`src/hw/rtl/asd_pkg.sv`:
```
package asd_pkg;

   localparam int DIGIT_W      = 4;
   localparam int WEIGHT_W     = 16;
   localparam int BLEND_DIGITS = WEIGHT_W / DIGIT_W;
   localparam int ROUND_BIAS   = 1 << (WEIGHT_W - 1);
   localparam int TIME_W       = 32;
   localparam int CSR_INDEX_W  = 3;
   localparam int CSR_DATA_W   = 16;
   localparam int WARMUP_W     = 6;
   localparam int ONE_G_Q20    = 1 << 20;

   localparam logic [CSR_DATA_W-1:0] RISE_MARGIN_RST = 16'd1434;
   localparam logic [CSR_DATA_W-1:0] QUIET_BAND_RST  = 16'd205;
   localparam logic [CSR_DATA_W-1:0] LOCKOUT_RST     = 16'd250;
   localparam logic [CSR_DATA_W-1:0] TIMEOUT_RST     = 16'd2000;
   localparam logic [WARMUP_W-1:0]   WARMUP_RST      = 6'd50;

   typedef enum logic [CSR_INDEX_W-1:0] {
      CSR_RISE_MARGIN = 3'd0,
      CSR_QUIET_BAND  = 3'd1,
      CSR_LOCKOUT     = 3'd2,
      CSR_TIMEOUT     = 3'd3,
      CSR_WARMUP      = 3'd4
   } csr_index_type;

   typedef enum logic [1:0] {
      MODE_FILT,
      MODE_FAST,
      MODE_SLOW
   } blend_mode_type;

   // q0.16 weights, old and new sum to one
   function automatic logic [WEIGHT_W-1:0] weight_old(blend_mode_type mode);
      logic [WEIGHT_W-1:0] w;
      unique case (mode)
         MODE_FILT: w = 16'd55706;
         MODE_FAST: w = 16'd64225;
         MODE_SLOW: w = 16'd64881;
         default:   w = '0;
      endcase
      return w;
   endfunction

   function automatic logic [WEIGHT_W-1:0] weight_new(blend_mode_type mode);
      logic [WEIGHT_W-1:0] w;
      unique case (mode)
         MODE_FILT: w = 16'd9830;
         MODE_FAST: w = 16'd1311;
         MODE_SLOW: w = 16'd655;
         default:   w = '0;
      endcase
      return w;
   endfunction

endpackage

```
`src/hw/rtl/asd_if.sv`:
```
interface asd_req_if #(parameter int SAMPLE_WIDTH = 16) ();
   import asd_pkg::*;
   logic                           valid;
   logic                           ready;
   logic signed [SAMPLE_WIDTH-1:0] accel_x;
   logic signed [SAMPLE_WIDTH-1:0] accel_y;
   logic signed [SAMPLE_WIDTH-1:0] accel_z;
   logic [TIME_W-1:0]              time_ms;

   modport source (output valid, accel_x, accel_y, accel_z, time_ms, input ready);
   modport sink (input valid, accel_x, accel_y, accel_z, time_ms, output ready);
endinterface

interface asd_rsp_if #(parameter int SAMPLE_WIDTH = 16, parameter int COUNT_WIDTH = 24) ();
   logic                    valid;
   logic                    ready;
   logic [COUNT_WIDTH-1:0]  step_total;
   logic                    step_seen;
   logic                    peak_open;
   logic [SAMPLE_WIDTH-1:0] smoothed_level;

   modport source (output valid, step_total, step_seen, peak_open, smoothed_level, input ready);
   modport sink (input valid, step_total, step_seen, peak_open, smoothed_level, output ready);
endinterface

interface asd_csr_if ();
   import asd_pkg::*;
   logic                   valid;
   logic                   ready;
   logic [CSR_INDEX_W-1:0] index;
   logic [CSR_DATA_W-1:0]  data;

   modport source (output valid, index, data, input ready);
   modport sink (input valid, index, data, output ready);
endinterface

```
`src/hw/rtl/asd_mag.sv`:
```
module asd_mag #(
   parameter int SAMPLE_WIDTH = 16
) (
   input  logic                           clock,
   input  logic                           reset,
   input  logic                           start,
   input  logic signed [SAMPLE_WIDTH-1:0] accel_x,
   input  logic signed [SAMPLE_WIDTH-1:0] accel_y,
   input  logic signed [SAMPLE_WIDTH-1:0] accel_z,
   output logic                           done,
   output logic [SAMPLE_WIDTH-1:0]        root
);
   import asd_pkg::*;

   localparam int SQ_DIGITS = (SAMPLE_WIDTH + DIGIT_W - 1) / DIGIT_W;
   localparam int SQ_PAD    = SQ_DIGITS * DIGIT_W;
   localparam int PART_W    = SAMPLE_WIDTH + DIGIT_W;
   localparam int RAD_W     = 2 * SAMPLE_WIDTH;
   localparam int RT_CYCLES = (SAMPLE_WIDTH + 1) / 2;
   localparam int RAD_PAD   = 4 * RT_CYCLES;
   localparam int REM_W     = SAMPLE_WIDTH + 3;
   localparam int CNT_W     = $clog2(SAMPLE_WIDTH + 1);

   typedef enum logic [1:0] {
      ST_IDLE,
      ST_SQUARE,
      ST_ROOT
   } state_type;

   state_type               state_ff, state_in;
   logic [CNT_W-1:0]        cnt_ff, cnt_in;
   logic [SAMPLE_WIDTH-1:0] mx_ff, mx_in, my_ff, my_in, mz_ff, mz_in;
   logic [SQ_PAD-1:0]       dx_ff, dx_in, dy_ff, dy_in, dz_ff, dz_in;
   logic [RAD_W-1:0]        acc_ff, acc_in;
   logic [RAD_PAD-1:0]      rad_ff, rad_in;
   logic [REM_W-1:0]        rem_ff, rem_in;
   logic [SAMPLE_WIDTH-1:0] root_ff, root_in;
   logic                    done_ff, done_in;

   logic [SAMPLE_WIDTH-1:0] abs_x, abs_y, abs_z;
   logic [PART_W-1:0]       part_x, part_y, part_z;
   logic [RAD_W-1:0]        acc_next;
   logic [REM_W-1:0]        rem_a, trial_a, rem_b0, rem_b, trial_b, rem_c;
   logic [SAMPLE_WIDTH-1:0] root_a, root_b;

   assign abs_x = accel_x[SAMPLE_WIDTH-1] ? (~accel_x + 1'b1) : accel_x;
   assign abs_y = accel_y[SAMPLE_WIDTH-1] ? (~accel_y + 1'b1) : accel_y;
   assign abs_z = accel_z[SAMPLE_WIDTH-1] ? (~accel_z + 1'b1) : accel_z;

   // sum of squares, one digit of each multiplier per cycle, msb first
   assign part_x   = mx_ff * dx_ff[SQ_PAD-1 -: DIGIT_W];
   assign part_y   = my_ff * dy_ff[SQ_PAD-1 -: DIGIT_W];
   assign part_z   = mz_ff * dz_ff[SQ_PAD-1 -: DIGIT_W];
   assign acc_next = (acc_ff << DIGIT_W) + RAD_W'(part_x) + RAD_W'(part_y) + RAD_W'(part_z);

   // two root bits per cycle
   always_comb begin
      rem_a   = {rem_ff[REM_W-3:0], rad_ff[RAD_PAD-1 -: 2]};
      trial_a = REM_W'({root_ff, 2'b01});
      if (rem_a >= trial_a) begin
         rem_b0 = rem_a - trial_a;
         root_a = {root_ff[SAMPLE_WIDTH-2:0], 1'b1};
      end else begin
         rem_b0 = rem_a;
         root_a = {root_ff[SAMPLE_WIDTH-2:0], 1'b0};
      end
      rem_b   = {rem_b0[REM_W-3:0], rad_ff[RAD_PAD-3 -: 2]};
      trial_b = REM_W'({root_a, 2'b01});
      if (rem_b >= trial_b) begin
         rem_c  = rem_b - trial_b;
         root_b = {root_a[SAMPLE_WIDTH-2:0], 1'b1};
      end else begin
         rem_c  = rem_b;
         root_b = {root_a[SAMPLE_WIDTH-2:0], 1'b0};
      end
   end

   always_comb begin
      state_in = state_ff;
      cnt_in   = cnt_ff;
      mx_in    = mx_ff;
      my_in    = my_ff;
      mz_in    = mz_ff;
      dx_in    = dx_ff;
      dy_in    = dy_ff;
      dz_in    = dz_ff;
      acc_in   = acc_ff;
      rad_in   = rad_ff;
      rem_in   = rem_ff;
      root_in  = root_ff;
      done_in  = 1'b0;
      unique case (state_ff)
         ST_IDLE: begin
            if (start) begin
               mx_in    = abs_x;
               my_in    = abs_y;
               mz_in    = abs_z;
               dx_in    = SQ_PAD'(abs_x);
               dy_in    = SQ_PAD'(abs_y);
               dz_in    = SQ_PAD'(abs_z);
               acc_in   = '0;
               cnt_in   = '0;
               state_in = ST_SQUARE;
            end
         end
         ST_SQUARE: begin
            acc_in = acc_next;
            dx_in  = dx_ff << DIGIT_W;
            dy_in  = dy_ff << DIGIT_W;
            dz_in  = dz_ff << DIGIT_W;
            cnt_in = cnt_ff + 1'b1;
            if (cnt_ff == CNT_W'(SQ_DIGITS - 1)) begin
               rad_in   = RAD_PAD'(acc_next);
               rem_in   = '0;
               root_in  = '0;
               cnt_in   = '0;
               state_in = ST_ROOT;
            end
         end
         ST_ROOT: begin
            rad_in  = rad_ff << 4;
            rem_in  = rem_c;
            root_in = root_b;
            cnt_in  = cnt_ff + 1'b1;
            if (cnt_ff == CNT_W'(RT_CYCLES - 1)) begin
               done_in  = 1'b1;
               state_in = ST_IDLE;
            end
         end
         default: state_in = ST_IDLE;
      endcase
   end

   always_ff @(posedge clock) begin
      cnt_ff  <= cnt_in;
      mx_ff   <= mx_in;
      my_ff   <= my_in;
      mz_ff   <= mz_in;
      dx_ff   <= dx_in;
      dy_ff   <= dy_in;
      dz_ff   <= dz_in;
      acc_ff  <= acc_in;
      rad_ff  <= rad_in;
      rem_ff  <= rem_in;
      root_ff <= root_in;
      if (reset) begin
         state_ff <= ST_IDLE;
         done_ff  <= 1'b0;
      end else begin
         state_ff <= state_in;
         done_ff  <= done_in;
      end
   end

   assign done = done_ff;
   assign root = root_ff;

endmodule

```
`src/hw/rtl/accel_step_detector_top.sv`:
```
// Step detector for a stream of three-axis accelerometer words. Each accepted word
// gives exactly one result word carrying the saturating step count, a new-step flag,
// the open-peak flag and the smoothed magnitude in Q4.12 g. One word is processed at a
// time: digit-serial squaring, the two-bit-per-cycle square root, then IIR updates of
// the filtered level and of the baseline on a shared digit-serial multiply-accumulate,
// and the step decision. The baseline update is skipped when warm-up is over and the
// filtered level is not within the quiet band of the baseline. The next word is taken
// only once the previous word's result is registered. A result waiting at the output
// does not block the next word until that word's result is ready. Register writes are
// accepted in every cycle and take effect at once.
module accel_step_detector_top #(
   parameter int SAMPLE_WIDTH = 16,
   parameter int COUNT_WIDTH  = 24
) (
   input logic        clock,
   input logic        reset,
   asd_req_if.sink    req_ch,
   asd_rsp_if.source  rsp_ch,
   asd_csr_if.sink    csr_ch
);
   import asd_pkg::*;

   localparam int FW     = SAMPLE_WIDTH + 8;
   localparam int ACC_W  = FW + WEIGHT_W;
   localparam int PART_W = FW + DIGIT_W;
   localparam int CMP_W  = ((FW > CSR_DATA_W + 8) ? FW : CSR_DATA_W + 8) + 1;
   localparam int KCNT_W = $clog2(BLEND_DIGITS);

   typedef enum logic [2:0] {
      ST_IDLE,
      ST_MAG,
      ST_FILT,
      ST_BSEL,
      ST_BASE,
      ST_DECIDE
   } state_type;

   state_type               state_ff, state_in;
   logic [CSR_DATA_W-1:0]   rise_ff, rise_in, band_ff, band_in;
   logic [CSR_DATA_W-1:0]   lock_ff, lock_in, tmo_ff, tmo_in;
   logic [WARMUP_W-1:0]     warmup_ff, warmup_in, warm_cnt_ff, warm_cnt_in;
   logic [FW-1:0]           filt_ff, filt_in, base_ff, base_in;
   logic [TIME_W-1:0]       last_ff, last_in, now_ff, now_in;
   logic                    peak_ff, peak_in;
   logic [COUNT_WIDTH-1:0]  tally_ff, tally_in;
   logic [FW-1:0]           op_old_ff, op_old_in, op_new_ff, op_new_in;
   logic [ACC_W-1:0]        acc_ff, acc_in;
   logic [KCNT_W-1:0]       k_ff, k_in;
   blend_mode_type          mode_ff, mode_in;
   logic                    rsp_vld_ff, rsp_vld_in;
   logic [COUNT_WIDTH-1:0]  out_total_ff, out_total_in;
   logic                    out_seen_ff, out_seen_in, out_open_ff, out_open_in;
   logic [SAMPLE_WIDTH-1:0] out_level_ff, out_level_in;

   logic                    req_fire, mag_done, rsp_free;
   logic [SAMPLE_WIDTH-1:0] mag_root;
   logic [WEIGHT_W-1:0]     w_old, w_new;
   logic [DIGIT_W-1:0]      dig_old, dig_new;
   logic [PART_W-1:0]       part_old, part_new;
   logic [ACC_W-1:0]        acc_next, acc_rnd;
   logic [FW-1:0]           blend_res, diff;
   logic [CMP_W-1:0]        band_q, margin_q;
   logic [TIME_W-1:0]       elapsed;
   logic                    warm, in_band, above, below, step, timed_out, peak_next;
   logic [COUNT_WIDTH-1:0]  tally_next;

   assign req_fire     = req_ch.valid && (state_ff == ST_IDLE);
   assign req_ch.ready = (state_ff == ST_IDLE);
   assign csr_ch.ready = 1'b1;
   assign rsp_free     = !rsp_vld_ff || rsp_ch.ready;

   asd_mag #(
      .SAMPLE_WIDTH (SAMPLE_WIDTH)
   ) u_mag (
      .clock   (clock),
      .reset   (reset),
      .start   (req_fire),
      .accel_x (req_ch.accel_x),
      .accel_y (req_ch.accel_y),
      .accel_z (req_ch.accel_z),
      .done    (mag_done),
      .root    (mag_root)
   );

   // shared iir update, one weight digit per cycle, msb first
   assign w_old     = weight_old(mode_ff);
   assign w_new     = weight_new(mode_ff);
   assign dig_old   = w_old[int'(k_ff) * DIGIT_W +: DIGIT_W];
   assign dig_new   = w_new[int'(k_ff) * DIGIT_W +: DIGIT_W];
   assign part_old  = op_old_ff * dig_old;
   assign part_new  = op_new_ff * dig_new;
   assign acc_next  = (acc_ff << DIGIT_W) + ACC_W'(part_old) + ACC_W'(part_new);
   // round half up on the last digit
   assign acc_rnd   = acc_next + ACC_W'(ROUND_BIAS);
   assign blend_res = acc_rnd[ACC_W-1 -: FW];

   assign band_q   = CMP_W'({band_ff, 8'h00});
   assign margin_q = CMP_W'({rise_ff, 8'h00});
   assign diff     = (filt_ff >= base_ff) ? (filt_ff - base_ff) : (base_ff - filt_ff);
   assign warm     = warm_cnt_ff < warmup_ff;
   assign in_band  = CMP_W'(diff) < band_q;

   assign elapsed    = now_ff - last_ff;
   assign above      = CMP_W'(filt_ff) > (CMP_W'(base_ff) + margin_q);
   assign below      = CMP_W'(filt_ff) < (CMP_W'(base_ff) + band_q);
   assign step       = !peak_ff && above && (elapsed > TIME_W'(lock_ff));
   assign timed_out  = !step && (elapsed > TIME_W'(tmo_ff));
   assign peak_next  = (peak_ff || step) && !below && !timed_out;
   assign tally_next = (step && (tally_ff != {COUNT_WIDTH{1'b1}})) ? tally_ff + 1'b1 : tally_ff;

   always_comb begin
      state_in     = state_ff;
      rise_in      = rise_ff;
      band_in      = band_ff;
      lock_in      = lock_ff;
      tmo_in       = tmo_ff;
      warmup_in    = warmup_ff;
      warm_cnt_in  = warm_cnt_ff;
      filt_in      = filt_ff;
      base_in      = base_ff;
      last_in      = last_ff;
      now_in       = now_ff;
      peak_in      = peak_ff;
      tally_in     = tally_ff;
      op_old_in    = op_old_ff;
      op_new_in    = op_new_ff;
      acc_in       = acc_ff;
      k_in         = k_ff;
      mode_in      = mode_ff;
      rsp_vld_in   = rsp_vld_ff;
      out_total_in = out_total_ff;
      out_seen_in  = out_seen_ff;
      out_open_in  = out_open_ff;
      out_level_in = out_level_ff;

      if (csr_ch.valid) begin
         unique case (csr_ch.index)
            CSR_RISE_MARGIN: rise_in   = csr_ch.data;
            CSR_QUIET_BAND:  band_in   = csr_ch.data;
            CSR_LOCKOUT:     lock_in   = csr_ch.data;
            CSR_TIMEOUT:     tmo_in    = csr_ch.data;
            CSR_WARMUP:      warmup_in = csr_ch.data[WARMUP_W-1:0];
            default: ;
         endcase
      end

      if (rsp_ch.ready) begin
         rsp_vld_in = 1'b0;
      end

      unique case (state_ff)
         ST_IDLE: begin
            if (req_fire) begin
               now_in   = req_ch.time_ms;
               state_in = ST_MAG;
            end
         end
         ST_MAG: begin
            if (mag_done) begin
               op_old_in = filt_ff;
               op_new_in = {mag_root, 8'h00};
               acc_in    = '0;
               k_in      = KCNT_W'(BLEND_DIGITS - 1);
               mode_in   = MODE_FILT;
               state_in  = ST_FILT;
            end
         end
         ST_FILT: begin
            acc_in = acc_next;
            k_in   = k_ff - 1'b1;
            if (k_ff == '0) begin
               filt_in  = blend_res;
               state_in = ST_BSEL;
            end
         end
         ST_BSEL: begin
            op_old_in = base_ff;
            op_new_in = filt_ff;
            acc_in    = '0;
            k_in      = KCNT_W'(BLEND_DIGITS - 1);
            priority if (warm) begin
               mode_in     = MODE_FAST;
               warm_cnt_in = warm_cnt_ff + 1'b1;
               state_in    = ST_BASE;
            end else if (in_band) begin
               mode_in  = MODE_SLOW;
               state_in = ST_BASE;
            end else begin
               state_in = ST_DECIDE;
            end
         end
         ST_BASE: begin
            acc_in = acc_next;
            k_in   = k_ff - 1'b1;
            if (k_ff == '0) begin
               base_in  = blend_res;
               state_in = ST_DECIDE;
            end
         end
         ST_DECIDE: begin
            if (rsp_free) begin
               tally_in = tally_next;
               peak_in  = peak_next;
               if (step) begin
                  last_in = now_ff;
               end
               out_total_in = tally_next;
               out_seen_in  = step;
               out_open_in  = peak_next;
               out_level_in = filt_ff[FW-1:8];
               rsp_vld_in   = 1'b1;
               state_in     = ST_IDLE;
            end
         end
         default: state_in = ST_IDLE;
      endcase
   end

   always_ff @(posedge clock) begin
      now_ff       <= now_in;
      op_old_ff    <= op_old_in;
      op_new_ff    <= op_new_in;
      acc_ff       <= acc_in;
      k_ff         <= k_in;
      mode_ff      <= mode_in;
      out_total_ff <= out_total_in;
      out_seen_ff  <= out_seen_in;
      out_open_ff  <= out_open_in;
      out_level_ff <= out_level_in;
      if (reset) begin
         state_ff    <= ST_IDLE;
         rise_ff     <= RISE_MARGIN_RST;
         band_ff     <= QUIET_BAND_RST;
         lock_ff     <= LOCKOUT_RST;
         tmo_ff      <= TIMEOUT_RST;
         warmup_ff   <= WARMUP_RST;
         warm_cnt_ff <= '0;
         filt_ff     <= FW'(ONE_G_Q20);
         base_ff     <= FW'(ONE_G_Q20);
         last_ff     <= '0;
         peak_ff     <= 1'b0;
         tally_ff    <= '0;
         rsp_vld_ff  <= 1'b0;
      end else begin
         state_ff    <= state_in;
         rise_ff     <= rise_in;
         band_ff     <= band_in;
         lock_ff     <= lock_in;
         tmo_ff      <= tmo_in;
         warmup_ff   <= warmup_in;
         warm_cnt_ff <= warm_cnt_in;
         filt_ff     <= filt_in;
         base_ff     <= base_in;
         last_ff     <= last_in;
         peak_ff     <= peak_in;
         tally_ff    <= tally_in;
         rsp_vld_ff  <= rsp_vld_in;
      end
   end

   assign rsp_ch.valid          = rsp_vld_ff;
   assign rsp_ch.step_total     = out_total_ff;
   assign rsp_ch.step_seen      = out_seen_ff;
   assign rsp_ch.peak_open      = out_open_ff;
   assign rsp_ch.smoothed_level = out_level_ff;

endmodule

```
`src/flat_wrapper.sv`:
```
// flat-port wrapper written by rule: the top's interface ports become plain ports
module accel_step_detector_top_flat import asd_pkg::*;
#(
   parameter int SAMPLE_WIDTH = 16,
   parameter int COUNT_WIDTH  = 24
)
  (clock, reset, req_ch_valid, req_ch_accel_x, req_ch_accel_y, req_ch_accel_z, req_ch_time_ms, req_ch_ready, rsp_ch_valid, rsp_ch_step_total, rsp_ch_step_seen, rsp_ch_peak_open, rsp_ch_smoothed_level, rsp_ch_ready, csr_ch_valid, csr_ch_index, csr_ch_data, csr_ch_ready);
  asd_req_if #(.SAMPLE_WIDTH(SAMPLE_WIDTH)) req_ch_i ();
  asd_rsp_if #(.SAMPLE_WIDTH(SAMPLE_WIDTH), .COUNT_WIDTH(COUNT_WIDTH)) rsp_ch_i ();
  asd_csr_if csr_ch_i ();
  input logic clock;
  input logic reset;
  input wire logic [$bits(req_ch_i.valid)-1:0] req_ch_valid;
  input wire logic [$bits(req_ch_i.accel_x)-1:0] req_ch_accel_x;
  input wire logic [$bits(req_ch_i.accel_y)-1:0] req_ch_accel_y;
  input wire logic [$bits(req_ch_i.accel_z)-1:0] req_ch_accel_z;
  input wire logic [$bits(req_ch_i.time_ms)-1:0] req_ch_time_ms;
  output wire logic [$bits(req_ch_i.ready)-1:0] req_ch_ready;
  output wire logic [$bits(rsp_ch_i.valid)-1:0] rsp_ch_valid;
  output wire logic [$bits(rsp_ch_i.step_total)-1:0] rsp_ch_step_total;
  output wire logic [$bits(rsp_ch_i.step_seen)-1:0] rsp_ch_step_seen;
  output wire logic [$bits(rsp_ch_i.peak_open)-1:0] rsp_ch_peak_open;
  output wire logic [$bits(rsp_ch_i.smoothed_level)-1:0] rsp_ch_smoothed_level;
  input wire logic [$bits(rsp_ch_i.ready)-1:0] rsp_ch_ready;
  input wire logic [$bits(csr_ch_i.valid)-1:0] csr_ch_valid;
  input wire logic [$bits(csr_ch_i.index)-1:0] csr_ch_index;
  input wire logic [$bits(csr_ch_i.data)-1:0] csr_ch_data;
  output wire logic [$bits(csr_ch_i.ready)-1:0] csr_ch_ready;
  assign req_ch_i.valid = req_ch_valid;
  assign req_ch_i.accel_x = req_ch_accel_x;
  assign req_ch_i.accel_y = req_ch_accel_y;
  assign req_ch_i.accel_z = req_ch_accel_z;
  assign req_ch_i.time_ms = req_ch_time_ms;
  assign req_ch_ready = req_ch_i.ready;
  assign rsp_ch_valid = rsp_ch_i.valid;
  assign rsp_ch_step_total = rsp_ch_i.step_total;
  assign rsp_ch_step_seen = rsp_ch_i.step_seen;
  assign rsp_ch_peak_open = rsp_ch_i.peak_open;
  assign rsp_ch_smoothed_level = rsp_ch_i.smoothed_level;
  assign rsp_ch_i.ready = rsp_ch_ready;
  assign csr_ch_i.valid = csr_ch_valid;
  assign csr_ch_i.index = csr_ch_index;
  assign csr_ch_i.data = csr_ch_data;
  assign csr_ch_ready = csr_ch_i.ready;
  accel_step_detector_top #(.SAMPLE_WIDTH(SAMPLE_WIDTH), .COUNT_WIDTH(COUNT_WIDTH)) u_core (.clock(clock), .reset(reset), .req_ch(req_ch_i), .rsp_ch(rsp_ch_i), .csr_ch(csr_ch_i));
endmodule
```
`config.mk`:
```
export PLATFORM = sky130hd
export DESIGN_NAME = accel_step_detector_top_flat
export DESIGN_NICKNAME = d
export VERILOG_FILES = /design/src/hw/rtl/asd_pkg.sv /design/src/hw/rtl/asd_if.sv /design/src/hw/rtl/asd_mag.sv /design/src/hw/rtl/accel_step_detector_top.sv /design/src/flat_wrapper.sv
export SDC_FILE = /design/constraint.sdc
export NUM_CORES = 2
export LEC_CHECK = 0
export ABC_AREA = 1
export BUFFER_PORTS_ARGS = -buffer_cell sky130_fd_sc_hd__clkbuf_2
export CAP_MARGIN = 20
export CORE_UTILIZATION = 40
export CTS_CLUSTER_DIAMETER = 60
export DETAILED_ROUTE_END_ITERATION = 6
export PLACE_DENSITY = 0.63
export RECOVER_POWER = 25
export SLEW_MARGIN = 30
export SYNTH_ARGS = -nofsm -noshare
export SYNTH_HDL_FRONTEND = slang
export SYNTH_SLANG_ARGS = --single-unit
```
`constraint.sdc`:
```
create_clock -name clock -period 15.62 [get_ports clock]
set_input_delay 1.562 -clock clock [delete_from_list [all_inputs] [get_ports clock]]
set_output_delay 1.562 -clock clock [all_outputs]
set_load 0.01 [all_outputs]
```
==> qor.csv <==
stage,metric,value,unit
outcome,run_status,finished with violations,
outcome,violations,"design-rule violations, max-capacitance violations, max-slew violations",
synth,yosys.area.top_type,edfxtp_1,
grt,gr-usage-met1,0.308,
synth,synthAdderAreaFrac,0.235,
placement,port_buffers,147,
grt,gr-total-overflow,0,
grt,use_met3,0.0303,
worst_setup_path,start_kind,flop,
synth,synth_compound_gate_area_share,0.0955,
grt,top_usage_layer,met2,
synth,syn-instance-count,5940,
synth,synthSimpleGateAreaFrac,0.217,
worst_setup_path,cpPeakStageDelay,0.72,ns
synth,yosys_most_used_dff,edfxtp_1,
worst_setup_path,worstSetupEndpointType,flop,
sta,rsz0062_at_grt,no,
clock_network,cts-root-buf,clkbuf_16,
floorplanning,row_count,124,
final_layout,nFillCells,11600,
synth,synthMuxAreaShare,0.000648,
clock_network,h-tree-depth,3,
placement,dpl_worst_slack,8.27,ns
synth,syn-num-nets,6715,
synth,synth_most_common_cell,nand2_1,
grt,grt_pass1_vias,37500,
sta,finalWorstSetupSlack,8.16,ns
worst_setup_path,path_common_cell,nand2_1,
drt,antenna_left,0,
floorplanning,dieWidth,342,um
floorplanning,pin_count,149,
synth,synth.cell_area,46300,sq um
synth,synth_edf_count,356,
sta,max_freq,134,MHz
placement,hpwl,103000,um
synth,synthTopCellsByCount,"1347 x nand2_1, 1106 x inv_1, 625 x nor2_1",
final_layout,areaGrowthSynthToFinish,10.1,%
synth,synthTopCellsByArea,"edfxtp_1 23%, fa_1 14%, nand2_1 11%",
sta,timing.slew.headroom,-1.53,
synth,ys_warn_count,0,
clock_network,postCtsSetupBuffers,0,
worst_setup_path,worstSetupPathType,reg2reg,
floorplanning,dieArea,117000,sq um
synth,synth-seq-area-share,0.312,
floorplanning,start_util,0.404,
worst_setup_path,cp_max_fo,22,
grt,grt_pass1_wl,205000,um
synth,synth_top_area_share,0.231,
final_layout,num-nets-final,6821,
synth,async_flop_share,0,
worst_setup_path,critPathSlowestCell,inv_1,
drt,route.vias.total,38500,
floorplanning,core_area,115000,sq um
worst_hold_path,min_path_type,reg2reg,
clock_network,clk_pin_slew_worst_paths,0.06,ns
sta,post-route-min-period,7.46,ns
drt,drt-initial-drc-count,2683,
drt,drtPass1Iterations,7,
clock_network,cts-buffers-inserted,74,
synth,ys_ff_latch,544,
sta,tns,0,ns
synth,yosys.area_share.xor_xnor,0.0337,
sta,setup_viol,0,
drt,drcViolationCount,16,
clock_network,clk_path_buf_depth,3,
flow_run,maxCapViolCount,7,
grt,grtUsageMet2,0.355,
grt,antenna_found_initial,5,
synth,syn_avg_cell_area,7.80,sq um
worst_setup_path,crit_required,16.13,ns
floorplanning,chipHeight,342,um
sta,worst_slew_pin_slew,3.79,ns
clock_network,hold_buffers,0,
grt,grt_max_degree,102,
clock_network,cts_resized,0,
drt,totalWireLength,128000,um
clock_network,cts_sinks,544,
grt,grtUsageTotal,0.220,
drt,vias_per_cell,5.05,
sta,finalHoldViolations,0,
final_layout,drive_gt1_frac,0.0627,
placement,gp_congestion,0.954,
clock_network,clock_latency,0.65,ns
clock_network,cts_tree,yes,
sta,slew_viol_final,391,
worst_setup_path,crit_arrival,7.97,ns
drt,wl_per_cell,16.9,um
sta,clock_skew,0.0232,ns
sta,finalCritPeriodShare,0.477,
synth,yosysUniqueCellTypes,58,
synth,synth_top_family_by_area,adder cells,
[stage by stage]
step	hold WS (ns)	instance area (sq um)	utilization	std cells
detailed placement	0.451	48600	0.425	7482
finish	0.461	51000	0.445	7619
global placement	0.449	48600	0.425	7482
CTS	0.465	51000	0.446	7618
floorplan	0.433	46300	-	5940
global route	0.476	51000	0.445	7618
[layer usage]
layer / routed length (um) / vias to the layer above / share of wire
met3: 6870 / 179 / 0.054
li1: - / 19000 / -
met2: 58100 / 976 / 0.45
met4: 3350 / 2 / 0.026
met1: 60100 / 18300 / 0.47
met5: 11 / - / 0.000086
[state kept, by name, summed over array words and instances, names as in the netlist, 17 cells and up]
name and count:
u_core.filt_ff 24, u_core.now_ff 32, u_core.op_old_ff 24, u_core.last_ff 32, u_core.base_ff 24, u_core.acc_ff 36
u_core.u_mag.rad_ff 32, u_core.u_mag.rem_ff 17, u_core.op_new_ff 24, u_core.u_mag.acc_ff 28, u_core.tally_ff 24, u_core.rsp_ch.step_total 24
[final cells by class]
| type | instances | area (sq um) | share of cell area |
|---|---|---|---|
| timing repair buffer | 178 | 926 | 0.0182 |
| tap | 1512 | 1890 | 0.0371 |
| antenna | 1 | 2.50 | 0.0000491 |
| sequential | 544 | 14500 | 0.283 |
| multi-input combinational | 4109 | 27000 | 0.530 |
| clock inverter | 50 | 474 | 0.00930 |
| clock buffer | 86 | 1940 | 0.0380 |
| inverter | 1139 | 4280 | 0.0839 |
[final timing paths]
kind                            slack (ns)                 end               from  cells after the start
worst max-delay path                  8.16  u_core.base_ff[20]  u_core.mode_ff[1]                     32
worst min-delay path                  0.46    u_core.tmo_ff[1]   u_core.tmo_ff[1]                      2
worst max register to register        8.16  u_core.base_ff[20]  u_core.mode_ff[1]                     32
worst min register to register        0.46    u_core.tmo_ff[1]   u_core.tmo_ff[1]                      2
[placed cells by master, fill, tap and decap left out, types with 75 or more instances in the layout]
| cell type | synthesis | routed |
|---|---|---|
| edfxtp_1 | 356 | 356 |
| ha_1 | 338 | 338 |
| clkbuf_16 | 0 | 75 |
| a21oi_1 | 373 | 370 |
| nor2_1 | 625 | 621 |
| inv_1 | 1106 | 1104 |
| dfxtp_1 | 188 | 188 |
| nand3_1 | 211 | 211 |
| clkbuf_2 | 0 | 140 |
| nand2_1 | 1347 | 1346 |
| fa_1 | 333 | 333 |
| o21ai_0 | 290 | 289 |
| xor2_1 | 125 | 125 |
[worst max-delay path, delay by kind of cell, from the launching register on]
kind | cells | cell delay [ns]
and+or+nand+nor | 18 | 2.41
adders and majority gates | 6 | 2.81
buffers and inverters | 5 | 1.13
DFF | 1 | 0.44
AOI/OAI and AO/OA | 3 | 0.52
[logic make-up (layout without fill, tap and decap cells)]
kind of cell,after synthesis,in the layout
AND/OR/NAND/NOR,2432,2432
buffers and inverters,1287,1453
AO/OA/AOI/OAI,824,824
adder cells (fa/ha/maj),671,671
flip-flops,544,544
XOR/XNOR,178,178
multiplexers,3,3
other,1,2
Power is not shown: default switching activity piles up to over one toggle a cycle in this logic, so the estimate is an artifact.
